<file path="src/rtl/rmse_pkg.sv">
// ----------------------------------------------------------------------------
// rmse_pkg
// Shared widths and constants for the block RMS envelope.
// ----------------------------------------------------------------------------
`default_nettype none

package rmse_pkg;

  localparam int SAMPLE_W        = 16;
  localparam int LEVEL_W         = 16;
  localparam int SPW_W           = 16;
  localparam int DEF_WINDOW_BITS = 16;

  localparam logic [SPW_W-1:0] SPW_RESET = 16'd1200;

  localparam int SQ_W      = 32;
  localparam int MEAN_W    = 31;
  localparam int SQRT_OP_W = 40;
  localparam int ROOT_W    = 20;
  localparam int SCALE_W   = 22;

  // ceil(2^26 * 20 / 48): exact floor(root * 20 / 48) for any 20-bit root
  localparam int RECIP_W     = 25;
  localparam int RECIP_SHIFT = 26;
  localparam logic [RECIP_W-1:0] LEVEL_RECIP = 25'd27962027;

  localparam logic [LEVEL_W-1:0] LEVEL_MAX = 16'hFFFF;

endpackage

`default_nettype wire

</file>
<file path="src/rtl/rmse_cmpsub.sv">
// ----------------------------------------------------------------------------
// rmse_cmpsub
// Shared compare-and-subtract unit for the divide and square-root steps.
// ----------------------------------------------------------------------------
`default_nettype none

module rmse_cmpsub #(
  parameter int W = 22
) (
  input  wire logic [W-1:0] a,
  input  wire logic [W-1:0] b,
  output logic      [W-1:0] diff,
  output logic              ge
);

  logic [W:0] wide;

  assign wide = {1'b0, a} - {1'b0, b};
  assign diff = wide[W-1:0];
  assign ge   = ~wide[W];

endmodule

`default_nettype wire

</file>
<file path="src/rtl/block_rms_envelope.sv">
// ----------------------------------------------------------------------------
// block_rms_envelope
// RMS loudness per window of signed 16-bit PCM samples, in Q0.16 of 0.3 FS.
// ----------------------------------------------------------------------------
// A sample that does not close a window passes through accept, square and
// accumulate. A sample that closes a window, by count or by tlast, adds the
// level calculation on one shared compare-subtract unit:
// max(WINDOW_BITS+31, 40) divide steps for the mean and 20 square-root steps,
// then one step that scales the root by 20/48 with a reciprocal multiply, and
// one output load. in_tready is low while a sample is in work. One result
// waits in the output register while the next sample is taken; a second
// result holds the block until it is free. samples_per_window of 0 acts as 1.
`default_nettype none

module block_rms_envelope #(
  parameter int WINDOW_BITS = rmse_pkg::DEF_WINDOW_BITS
) (
  input  wire logic                          clk,
  input  wire logic                          rst_n,
  input  wire logic                          cfg_wr_en,
  input  wire logic [rmse_pkg::SPW_W-1:0]    cfg_wr_data,
  input  wire logic                          in_tvalid,
  output logic                               in_tready,
  input  wire logic [rmse_pkg::SAMPLE_W-1:0] in_tdata,   // [15:0] sample
  input  wire logic                          in_tlast,
  output logic                               out_tvalid,
  input  wire logic                          out_tready,
  output logic      [rmse_pkg::LEVEL_W-1:0]  out_tdata,  // [15:0] level
  output logic                               out_tlast
);

  import rmse_pkg::*;

  localparam int SUM_W  = WINDOW_BITS + 31;
  localparam int OP_W   = (SUM_W > SQRT_OP_W) ? SUM_W : SQRT_OP_W;
  localparam int U_W    = (WINDOW_BITS + 1 > SCALE_W) ? WINDOW_BITS + 1 : SCALE_W;
  localparam int CMP_W  = (WINDOW_BITS > SPW_W) ? WINDOW_BITS : SPW_W;
  localparam int STEP_W = $clog2(OP_W);
  localparam int PROD_W = ROOT_W + RECIP_W;
  localparam int LVLQ_W = PROD_W - RECIP_SHIFT;

  localparam logic [WINDOW_BITS-1:0] COUNT_MAX = {WINDOW_BITS{1'b1}};

  localparam logic [2:0] S_IDLE  = 3'd0;
  localparam logic [2:0] S_SQ    = 3'd1;
  localparam logic [2:0] S_ACC   = 3'd2;
  localparam logic [2:0] S_DIV   = 3'd3;
  localparam logic [2:0] S_SQRT  = 3'd4;
  localparam logic [2:0] S_SCALE = 3'd5;
  localparam logic [2:0] S_OUT   = 3'd6;

  logic [2:0]             state_r, state_nxt;
  logic [SPW_W-1:0]       spw_r, spw_nxt;
  logic [SUM_W-1:0]       sum_r, sum_nxt;
  logic [WINDOW_BITS-1:0] cnt_r, cnt_nxt;
  logic                   out_valid_r, out_valid_nxt;
  logic [LEVEL_W-1:0]     out_data_r, out_data_nxt;
  logic                   out_last_r, out_last_nxt;

  logic [SAMPLE_W-1:0]    mag_r, mag_nxt;
  logic                   last_r, last_nxt;
  logic [SQ_W-1:0]        sq_r, sq_nxt;
  logic [OP_W-1:0]        dvd_r, dvd_nxt;
  logic [U_W-1:0]         rem_r, rem_nxt;
  logic [U_W-1:0]         dvs_r, dvs_nxt;
  logic [U_W-1:0]         root_r, root_nxt;
  logic [STEP_W-1:0]      step_r, step_nxt;
  logic [LEVEL_W-1:0]     level_r, level_nxt;

  logic [U_W-1:0]         unit_a, unit_b, unit_diff;
  logic                   unit_ge;

  logic                   in_fire, out_fire;
  logic [SAMPLE_W-1:0]    sample_neg;
  logic [SUM_W-1:0]       sum_add;
  logic [WINDOW_BITS-1:0] cnt_add;
  logic [SPW_W-1:0]       limit;
  logic                   close_win;
  logic [OP_W-1:0]        quot_fin;
  logic [MEAN_W-1:0]      mean;
  logic [SQRT_OP_W-1:0]   sqrt_op;
  logic [U_W-1:0]         root_fin;
  logic [PROD_W-1:0]      scale_prod;
  logic [LVLQ_W-1:0]      level_q;

  rmse_cmpsub #(
    .W (U_W)
  ) u_cmpsub (
    .a    (unit_a),
    .b    (unit_b),
    .diff (unit_diff),
    .ge   (unit_ge)
  );

  assign in_tready  = (state_r == S_IDLE);
  assign in_fire    = in_tvalid & in_tready;
  assign out_fire   = out_valid_r & out_tready;
  assign out_tvalid = out_valid_r;
  assign out_tdata  = out_data_r;
  assign out_tlast  = out_last_r;

  assign sample_neg = ~in_tdata + 1'b1;
  assign sum_add    = sum_r + SUM_W'(sq_r);
  assign cnt_add    = cnt_r + 1'b1;
  assign limit      = (spw_r == '0) ? SPW_W'(1) : spw_r;
  assign close_win  = (CMP_W'(cnt_add) >= CMP_W'(limit)) || (cnt_add == COUNT_MAX) || last_r;
  assign quot_fin   = {dvd_r[OP_W-2:0], unit_ge};
  assign mean       = quot_fin[MEAN_W-1:0];
  assign sqrt_op    = {1'b0, mean, 8'b0};
  assign root_fin   = {root_r[U_W-2:0], unit_ge};
  assign scale_prod = PROD_W'(root_r[ROOT_W-1:0]) * PROD_W'(LEVEL_RECIP);
  assign level_q    = scale_prod[PROD_W-1:RECIP_SHIFT];

  always_comb begin
    unit_a = '0;
    unit_b = '0;
    unique case (state_r)
      S_DIV: begin
        unit_a = {rem_r[U_W-2:0], dvd_r[OP_W-1]};
        unit_b = dvs_r;
      end
      S_SQRT: begin
        unit_a = {rem_r[U_W-3:0], dvd_r[OP_W-1 -: 2]};
        unit_b = {root_r[U_W-3:0], 2'b01};
      end
      default: begin
        unit_a = '0;
        unit_b = '0;
      end
    endcase
  end

  always_comb begin
    state_nxt     = state_r;
    spw_nxt       = cfg_wr_en ? cfg_wr_data : spw_r;
    sum_nxt       = sum_r;
    cnt_nxt       = cnt_r;
    out_valid_nxt = out_fire ? 1'b0 : out_valid_r;
    out_data_nxt  = out_data_r;
    out_last_nxt  = out_last_r;
    mag_nxt       = mag_r;
    last_nxt      = last_r;
    sq_nxt        = sq_r;
    dvd_nxt       = dvd_r;
    rem_nxt       = rem_r;
    dvs_nxt       = dvs_r;
    root_nxt      = root_r;
    step_nxt      = step_r;
    level_nxt     = level_r;

    unique case (state_r)
      S_IDLE: begin
        if (in_fire) begin
          mag_nxt   = in_tdata[SAMPLE_W-1] ? sample_neg : in_tdata;
          last_nxt  = in_tlast;
          state_nxt = S_SQ;
        end
      end
      S_SQ: begin
        sq_nxt    = SQ_W'(mag_r) * SQ_W'(mag_r);
        state_nxt = S_ACC;
      end
      S_ACC: begin
        if (close_win) begin
          dvd_nxt   = OP_W'(sum_add);
          rem_nxt   = '0;
          dvs_nxt   = U_W'(cnt_add);
          step_nxt  = STEP_W'(OP_W - 1);
          sum_nxt   = '0;
          cnt_nxt   = '0;
          state_nxt = S_DIV;
        end else begin
          sum_nxt   = sum_add;
          cnt_nxt   = cnt_add;
          state_nxt = S_IDLE;
        end
      end
      S_DIV: begin
        rem_nxt  = unit_ge ? unit_diff : unit_a;
        dvd_nxt  = quot_fin;
        step_nxt = step_r - 1'b1;
        if (step_r == '0) begin
          dvd_nxt   = OP_W'(sqrt_op) << (OP_W - SQRT_OP_W);
          rem_nxt   = '0;
          root_nxt  = '0;
          step_nxt  = STEP_W'(ROOT_W - 1);
          state_nxt = S_SQRT;
        end
      end
      S_SQRT: begin
        rem_nxt  = unit_ge ? unit_diff : unit_a;
        root_nxt = root_fin;
        dvd_nxt  = dvd_r << 2;
        step_nxt = step_r - 1'b1;
        if (step_r == '0) begin
          state_nxt = S_SCALE;
        end
      end
      S_SCALE: begin
        level_nxt = (level_q > LVLQ_W'(LEVEL_MAX)) ? LEVEL_MAX : level_q[LEVEL_W-1:0];
        state_nxt = S_OUT;
      end
      S_OUT: begin
        if (!out_valid_r || out_tready) begin
          out_valid_nxt = 1'b1;
          out_data_nxt  = level_r;
          out_last_nxt  = last_r;
          state_nxt     = S_IDLE;
        end
      end
      default: begin
        state_nxt = S_IDLE;
      end
    endcase
  end

  always_ff @(posedge clk) begin
    if (!rst_n) begin
      state_r     <= S_IDLE;
      spw_r       <= SPW_RESET;
      sum_r       <= '0;
      cnt_r       <= '0;
      out_valid_r <= 1'b0;
    end else begin
      state_r     <= state_nxt;
      spw_r       <= spw_nxt;
      sum_r       <= sum_nxt;
      cnt_r       <= cnt_nxt;
      out_valid_r <= out_valid_nxt;
    end
  end

  always_ff @(posedge clk) begin
    out_data_r <= out_data_nxt;
    out_last_r <= out_last_nxt;
    mag_r      <= mag_nxt;
    last_r     <= last_nxt;
    sq_r       <= sq_nxt;
    dvd_r      <= dvd_nxt;
    rem_r      <= rem_nxt;
    dvs_r      <= dvs_nxt;
    root_r     <= root_nxt;
    step_r     <= step_nxt;
    level_r    <= level_nxt;
  end

`ifndef SYNTH
  a_busy_after_accept: assert property (@(posedge clk) disable iff (!rst_n)
    in_fire |=> !in_tready)
    else $error("input accepted while a sample is in work");

  a_empty_window_no_sum: assert property (@(posedge clk) disable iff (!rst_n)
    (cnt_r == '0) |-> (sum_r == '0))
    else $error("sum of squares left over in an empty window");

  a_rem_below_divisor: assert property (@(posedge clk) disable iff (!rst_n)
    (state_r == S_DIV) |-> (rem_r < dvs_r))
    else $error("divide remainder not below divisor");

  a_result_from_out_state: assert property (@(posedge clk) disable iff (!rst_n)
    $rose(out_valid_r) |-> $past(state_r == S_OUT))
    else $error("result raised outside the output load");
`endif

endmodule

`default_nettype wire
</file>
<file path="config.mk">
export PLATFORM = sky130hd
export DESIGN_NAME = block_rms_envelope
export DESIGN_NICKNAME = d
export VERILOG_FILES = /design/src/rtl/rmse_pkg.sv /design/src/rtl/rmse_cmpsub.sv /design/src/rtl/block_rms_envelope.sv
export SDC_FILE = /design/constraint.sdc
export NUM_CORES = 1
export LEC_CHECK = 0
export BUFFER_PORTS_ARGS = -buffer_cell sky130_fd_sc_hd__buf_2
export CAP_MARGIN = 15
export CORE_ASPECT_RATIO = 0.9
export CORE_MARGIN = 4
export CORE_UTILIZATION = 55
export DETAILED_ROUTE_END_ITERATION = 7
export PLACE_DENSITY_LB_ADDON = 0.25
export SLEW_MARGIN = 15
export SYNTH_ARGS = -nofsm -noshare
export SYNTH_HDL_FRONTEND = slang
export SYNTH_SLANG_ARGS = --single-unit
</file>
<file path="constraint.sdc">
create_clock -name clk -period 6.35 [get_ports clk]
set_input_delay 1.27 -clock clk [delete_from_list [all_inputs] [get_ports clk]]
set_output_delay 1.27 -clock clk [all_outputs]
set_load 0.02 [all_outputs]
</file>
==> flow_summary_export.csv, run 1 <==
group,metric,value,unit
global_route,grt_pass1_wl,118,mm
routing,vias_per_cell,5.67,
synth,netlist_instances,3012,
die,start_util,55.8,%
synth,synth_top_flop_cell,"edfxtp_1",
global_route,grt_max_degree,57,
synth,synthTopCellsByCount,"479 x inv_1, 352 x ha_1, 305 x fa_1",
timing,rsz0062_at_grt,"true",
placed_design,gp_congestion,0.951,
clock_tree,htreeDepth,2,
timing,fin_crit,6.67,ns
timing,max_freq,150,MHz
layout,antenna_cells,0,
synth,ys_warn_count,0,
pwr,intPower,9.36,mW
synth,yosysTopAreaCellShare,21.0,%
critical_path,r2r_start,"root_r[7]",
die,ios,57,
pwr,pwr-share-clk,13.0,%
placed_design,place_area,31200,um^2
die,dieArea,56500,um^2
synth,async_flop_share,0,%
timing,tns,-3.99,ns
synth,yosysTopAreaCell,"fa_1",
layout,fin_nets,3918,
timing,drv_slew,0,
clock_tree,cts.path.max_buffers,3,
layout,final_cells,3936,
critical_path,crit_slowest_cell,"fa_2",
timing,fin_skew,0.0264,ns
die,die_h,226,um
synth,syn_area,29000,um^2
placed_design,dpl_worst_slack,-0.594,ns
timing,period_share,105,%
synth,yosys.cell_count.top_type,"inv_1",
clock_tree,clk-insertion-delay-late,0.56,ns
synth,yosysSeqAreaShare,25.5,%
pwr,p_sw_share,42.9,%
job,max_cap_viol_count,0,
routing,firstDrtPassIters,5,
routing,drcViolationCount,0,
layout,postLayoutCellArea,33100,um^2
die,die_w,250,um
timing,fin_ws,-0.320,ns
clock_tree,clock-root-buffer,"clkbuf_16",
layout,area_growth,14.2,%
layout,final_util,63.7,%
critical_path,r2r_slack,-0.32,ns
synth,syn_area_per_cell,9.64,um^2
hold_path,worstHoldStart,"level_r[3]",
timing,setup_viol,16,
critical_path,cp_max_fo,4,
global_route,antenna_found_initial,0,
die,rows,79,
die,core_area,52000,um^2
pwr,power_density,495,nW/um^2
global_route,gr-total-overflow,0,
clock_tree,cts_tree,"yes",
clock_tree,clk_pin_slew,0.06,ns
synth,synth_edf_count,191,
placed_design,place_hpwl,56.0,mm
critical_path,cp-start-kind,"register",
pwr,irDropWorstVdd,0.00147,V
clock_tree,cts_hold_buf,0,
pwr,p_sw,7.03,mW
run_status,status,"finished with violations",
layout,drive_gt1_share,14.1,%
timing,hold_violations,0,
timing,worstMarginPinSlew,1.18,ns
critical_path,end_kind,"register",
routing,wirelength,71.7,mm
pwr,p_leak,15.6,nW
placed_design,dp_cells,3833,
timing,max_slew_margin,21.4,%
pwr,pwr-share-comb,70.3,%
global_route,grt_pass1_vias,23454,
global_route,grt_usage,25.5,%
hold_path,min_path_type,"register to register",
critical_path,max_stage_delay,0.57,ns
synth,ys_types,93,
synth,ys_seq_elements,274,
clock_tree,cts_buffers,34,
critical_path,worstSetupPathType,"register to register",
critical_path,worst_ep_arrival_time,7.06,ns
critical_path,startpoint,"root_r[7]",
pwr,pwr-share-seq,16.6,%
critical_path,required,6.74,ns
synth,synth.net_count,3707,
routing,drt_iter0_markers,1465,
placed_design,port_buffers,56,
synth,synth.area.top_cells,"fa_1 21%, edfxtp_1 20%, ha_1 15%",
routing,num_vias,22335,
run_status,violations,"setup timing",
routing,antenna_left,0,
clock_tree,cts_num_sinks,274,
routing,wire_per_inst,18.2,um
final timing paths:
| path | end | cells after the start |
|---|---|---|
| setup / recovery | level_r[15] | 27 |
| hold / removal | out_tdata[3] | 0 |
| setup reg to reg | level_r[15] | 27 |
| hold reg to reg | out_tdata[3] | 0 |
cell usage in the layout, fill, tap and decap left out, types with 56 or more instances in the layout:
| cell type | count |
|---|---|
| dfxtp_1 | 83 |
| edfxtp_1 | 191 |
| o21ai_0 | 88 |
| a21oi_1 | 173 |
| ha_1 | 336 |
| inv_1 | 466 |
| buf_4 | 210 |
| nand3_1 | 74 |
| nor2_1 | 151 |
| a21o_1 | 58 |
| nand2_1 | 277 |
| fa_1 | 296 |
| and2_1 | 70 |
| buf_2 | 56 |
| xnor2_1 | 101 |
flip-flops by register name, indices dropped and copies added (netlist names):
signal / count
cnt_r: 16
dvd_r: 47
dvs_r: 16
last_r: 1
level_r: 16
mag_r: 16
out_tdata: 16
out_tlast: 1
out_tvalid: 1
rem_r: 21
root_r: 20
spw_r: 16
sq_r: 31
state_r: 3
step_r: 6
sum_r: 47
worst max-delay path, delay by kind of cell (launching register included):
family | cells | cell delay [ns]
adders and majority gates | 8 | 3.64
muxes | 1 | 0.34
buffers and inverters | 9 | 0.85
AOI/OAI and AO/OA | 5 | 0.70
DFF | 1 | 0.40
and+or+nand+nor | 4 | 0.56
per-layer routing:
metal	share of wire, %	GRT usage, %
met1	42	33.1
met2	50	44.9
met3	4.7	2.96
met4	3.0	8.59
met5	0	0
cells by family (layout without fill, tap and decap cells):
| logic type | count (synthesis) | after routing | synth area share [%] |
|---|---|---|---|
| AOI/OAI and AO/OA | 544 | 544 | 12.3 |
| xor gates and xnor gates | 141 | 141 | 4.28 |
| adders and majority gates | 657 | 657 | 36.2 |
| buffers and inverters | 583 | 819 | 7.65 |
| DFF | 274 | 274 | 25.5 |
| muxes | 30 | 30 | 1.04 |
| and+or+nand+nor | 783 | 783 | 13.0 |
repair_timing:
action	4_1_cts	5_1_grt
setup buffers	17	30
pin swaps	16	77
gates resized for setup	20	72
endpoints found under the hold margin	0	0
endpoints found under the setup margin	20	25
cloned	1	0
metrics by stage:
step,power (mW),hold WS (ns)
5_1_grt,18.0,0.425
6_report,16.4,0.418
4_1_cts,15.5,0.420
3_3_place_gp,13.0,0.403
2_1_floorplan,10.2,0.400
3_5_place_dp,13.2,0.407
power by group through the flow:
stage | logic, mW | clock network, mW | registers [mW]
floorplan | 7.53 | 0 | 2.71
global placement | 10.2 | 0 | 2.76
detailed placement | 10.4 | 0 | 2.76
CTS | 10.6 | 2.18 | 2.73
global route | 13.0 | 2.25 | 2.73
finish | 11.5 | 2.14 | 2.72
area by class of cell:
cell class | instances | area (um^2)
sequential | 274 | 7400
tap | 688 | 861
clock inverter | 19 | 322
fill | 4246 | 18900
timing repair buffer | 278 | 2000
multi-input combinational | 2155 | 19800
clock buffer | 42 | 911
inverter | 480 | 1800
Power figures use the tool's default switching activity.
==> run 2: changes to the inputs <==
--- a/config.mk
+++ b/config.mk
@@ -10,6 +10,7 @@
 export CORE_ASPECT_RATIO = 0.9
 export CORE_MARGIN = 4
 export CORE_UTILIZATION = 55
+export CTS_BUF_LIST = sky130_fd_sc_hd__clkbuf_8
 export DETAILED_ROUTE_END_ITERATION = 7
 export PLACE_DENSITY_LB_ADDON = 0.25
 export SLEW_MARGIN = 15
==> run 2 against run 1 <==
Against the previous run: the run still ends with setup timing left; worst setup slack gained 0.082 ns; largest cell class unchanged; sequential power is essentially flat; routed wire length grew 0.25%; combinational power is essentially flat; first-iteration DRC count grew 2.5%; cell area shrank 0.10%; via count grew 0.37%; critical path depth shrank 2; non-clock buffer count grew 1.
==> flow_summary_export.csv, run 2 (same netlist as run 1, synthesis figures left out) <==
group,metric,value,unit
timing,hold_violations,0,
run_status,status,"finished with violations",
job,max_cap_viol_count,0,
critical_path,cp_max_fo,4,
clock_tree,htreeDepth,2,
routing,antenna_left,0,
die,ios,57,
run_status,violations,"setup timing",
global_route,gr-total-overflow,0,
die,die_w,250,um
routing,drcViolationCount,0,
routing,num_vias,22417,
timing,fin_ws,-0.239,ns
die,die_h,226,um
timing,rsz0062_at_grt,"true",
timing,hold_slack,0.418,ns
global_route,grt_pass1_vias,23396,
layout,final_common_cell,"inv_1",
pwr,finalPower,16.2,mW
clock_tree,cts_tree,"yes",
global_route,grt_pass1_wl,118,mm
timing,max_freq,152,MHz
die,start_util,55.8,%
critical_path,cp-start-kind,"register",
die,rows,79,
routing,vias_per_cell,5.65,
layout,drive_gt1_share,15.2,%
pwr,irDropWorstVdd,0.00133,V
critical_path,worst_ep_arrival_time,7.04,ns
global_route,grt_usage,25.5,%
placed_design,gp_congestion,0.951,
die,core_area,52000,um^2
layout,area_growth,14.0,%
layout,top_regs,"dvd_r x47, sum_r x47, sq_r x31",
timing,max_slew_margin,21.2,%
routing,drt_iter0_markers,1501,
clock_tree,cts_num_sinks,274,
critical_path,worstSetupPathType,"register to register",
timing,fin_crit,6.59,ns
clock_tree,clk_pin_slew,0.06,ns
routing,wire_per_inst,18.1,um
critical_path,required,6.80,ns
pwr,p_leak,15.6,nW
clock_tree,cts_buffers,48,
timing,drv_slew,0,
placed_design,port_buffers,56,
clock_tree,clock-root-buffer,"clkbuf_8",
pwr,power_density,489,nW/um^2
timing,period_share,104,%
global_route,grt_max_degree,57,
clock_tree,cts_hold_buf,0,
layout,filler_cell_count,4246,
routing,firstDrtPassIters,5,
global_route,antenna_found_initial,1,
timing,setup_viol,16,
timing,worstMarginPinSlew,1.18,ns
clock_tree,clk-insertion-delay-late,0.66,ns
hold_path,min_path_type,"register to register",
layout,final_cell_mix,"482 x inv_1, 334 x ha_1, 293 x fa_1, 264 x nand2_1, 210 x buf_4",
die,dieArea,56500,um^2
timing,fin_skew,0.0614,ns
placed_design,place_hpwl,56.0,mm
layout,fin_nets,3933,
critical_path,end_kind,"register",
clock_tree,cts.path.max_buffers,3,
routing,wirelength,71.9,mm
-- run 2: power by group --
part / leakage [nW] / internal [mW] / switching [mW] / total (mW)
sequential: 2.44 / 2.61 / 0.108 / 2.72
clock: 0.598 / 1.02 / 0.803 / 1.82
combinational: 12.5 / 5.52 / 6.12 / 11.6
-- run 2: repair_timing --
| action | in CTS | in global routing |
|---|---|---|
| pin swaps | 31 | 54 |
| buffers inserted | 23 | 22 |
| resized for setup | 54 | 61 |
| cloned | 1 | 0 |
| endpoints found under the setup margin | 21 | 25 |
-- run 2: worst paths after layout --
kind / start / endpoint / slack [ns] / depth (start not counted)
max: root_r[7] / level_r[15] / -0.24 / 25
min: level_r[3] / out_tdata[3] / 0.42 / 0
max reg2reg: root_r[7] / level_r[15] / -0.24 / 25
min reg2reg: level_r[3] / out_tdata[3] / 0.42 / 0
-- run 2: final cells by class --
cell class                      instances  area (um^2)  share of cell area [%]
Antenna cell                            1         2.50                 0.00756
Tap cell                              688          861                    2.60
Multi-Input combinational cell       2155        20000                    60.3
Clock inverter                         34          302                   0.911
Clock buffer                           56          771                    2.33
Timing Repair Buffer                  279         2010                    6.08
Sequential cell                       274         7400                    22.3
Inverter                              480         1800                    5.45
-- run 2: stage by stage --
stage | setup TNS, ns | utilization [%] | cell area (um^2) | worst slack, ns | instances
6_report | -2.73 | 63.7 | 33100 | -0.239 | 3967
5_1_grt | -6.41 | 63.7 | 33100 | -0.447 | 3967
2_1_floorplan | 0 | - | 29100 | 0.0104 | 3012
4_1_cts | -3.08 | 62.8 | 32700 | -0.256 | 3945
3_3_place_gp | -5.16 | 60.0 | 31200 | -0.404 | 3833
3_5_place_dp | -7.91 | 60.0 | 31200 | -0.594 | 3833
-- run 2: worst max-delay path: stages, from the launching register on --
cell	delay, ns
edfxtp_1	0.44
ha_4	0.30
inv_2	0.04
fa_2	0.54
inv_2	0.05
fa_2	0.57
inv_2	0.07
fa_1	0.55
inv_2	0.05
fa_1	0.45
fa_1	0.49
inv_1	0.05
fa_1	0.49
inv_2	0.04
ha_4	0.27
nand3_2	0.07
nor3_2	0.20
and4_1	0.26
a211oi_4	0.10
a211oi_4	0.33
o21ai_2	0.14
or3_4	0.35
a41oi_4	0.28
nor2_4	0.08
buf_6	0.14
o211ai_1	0.09
-- run 2: metal layers --
metal	wire length, um	vias to the layer above	track usage, %
li1	-	10609	-
met1	30400	11046	33.2
met2	36000	620	44.9
met3	3280	142	3.05
met4	2210	0	8.21
met5	0	-	0
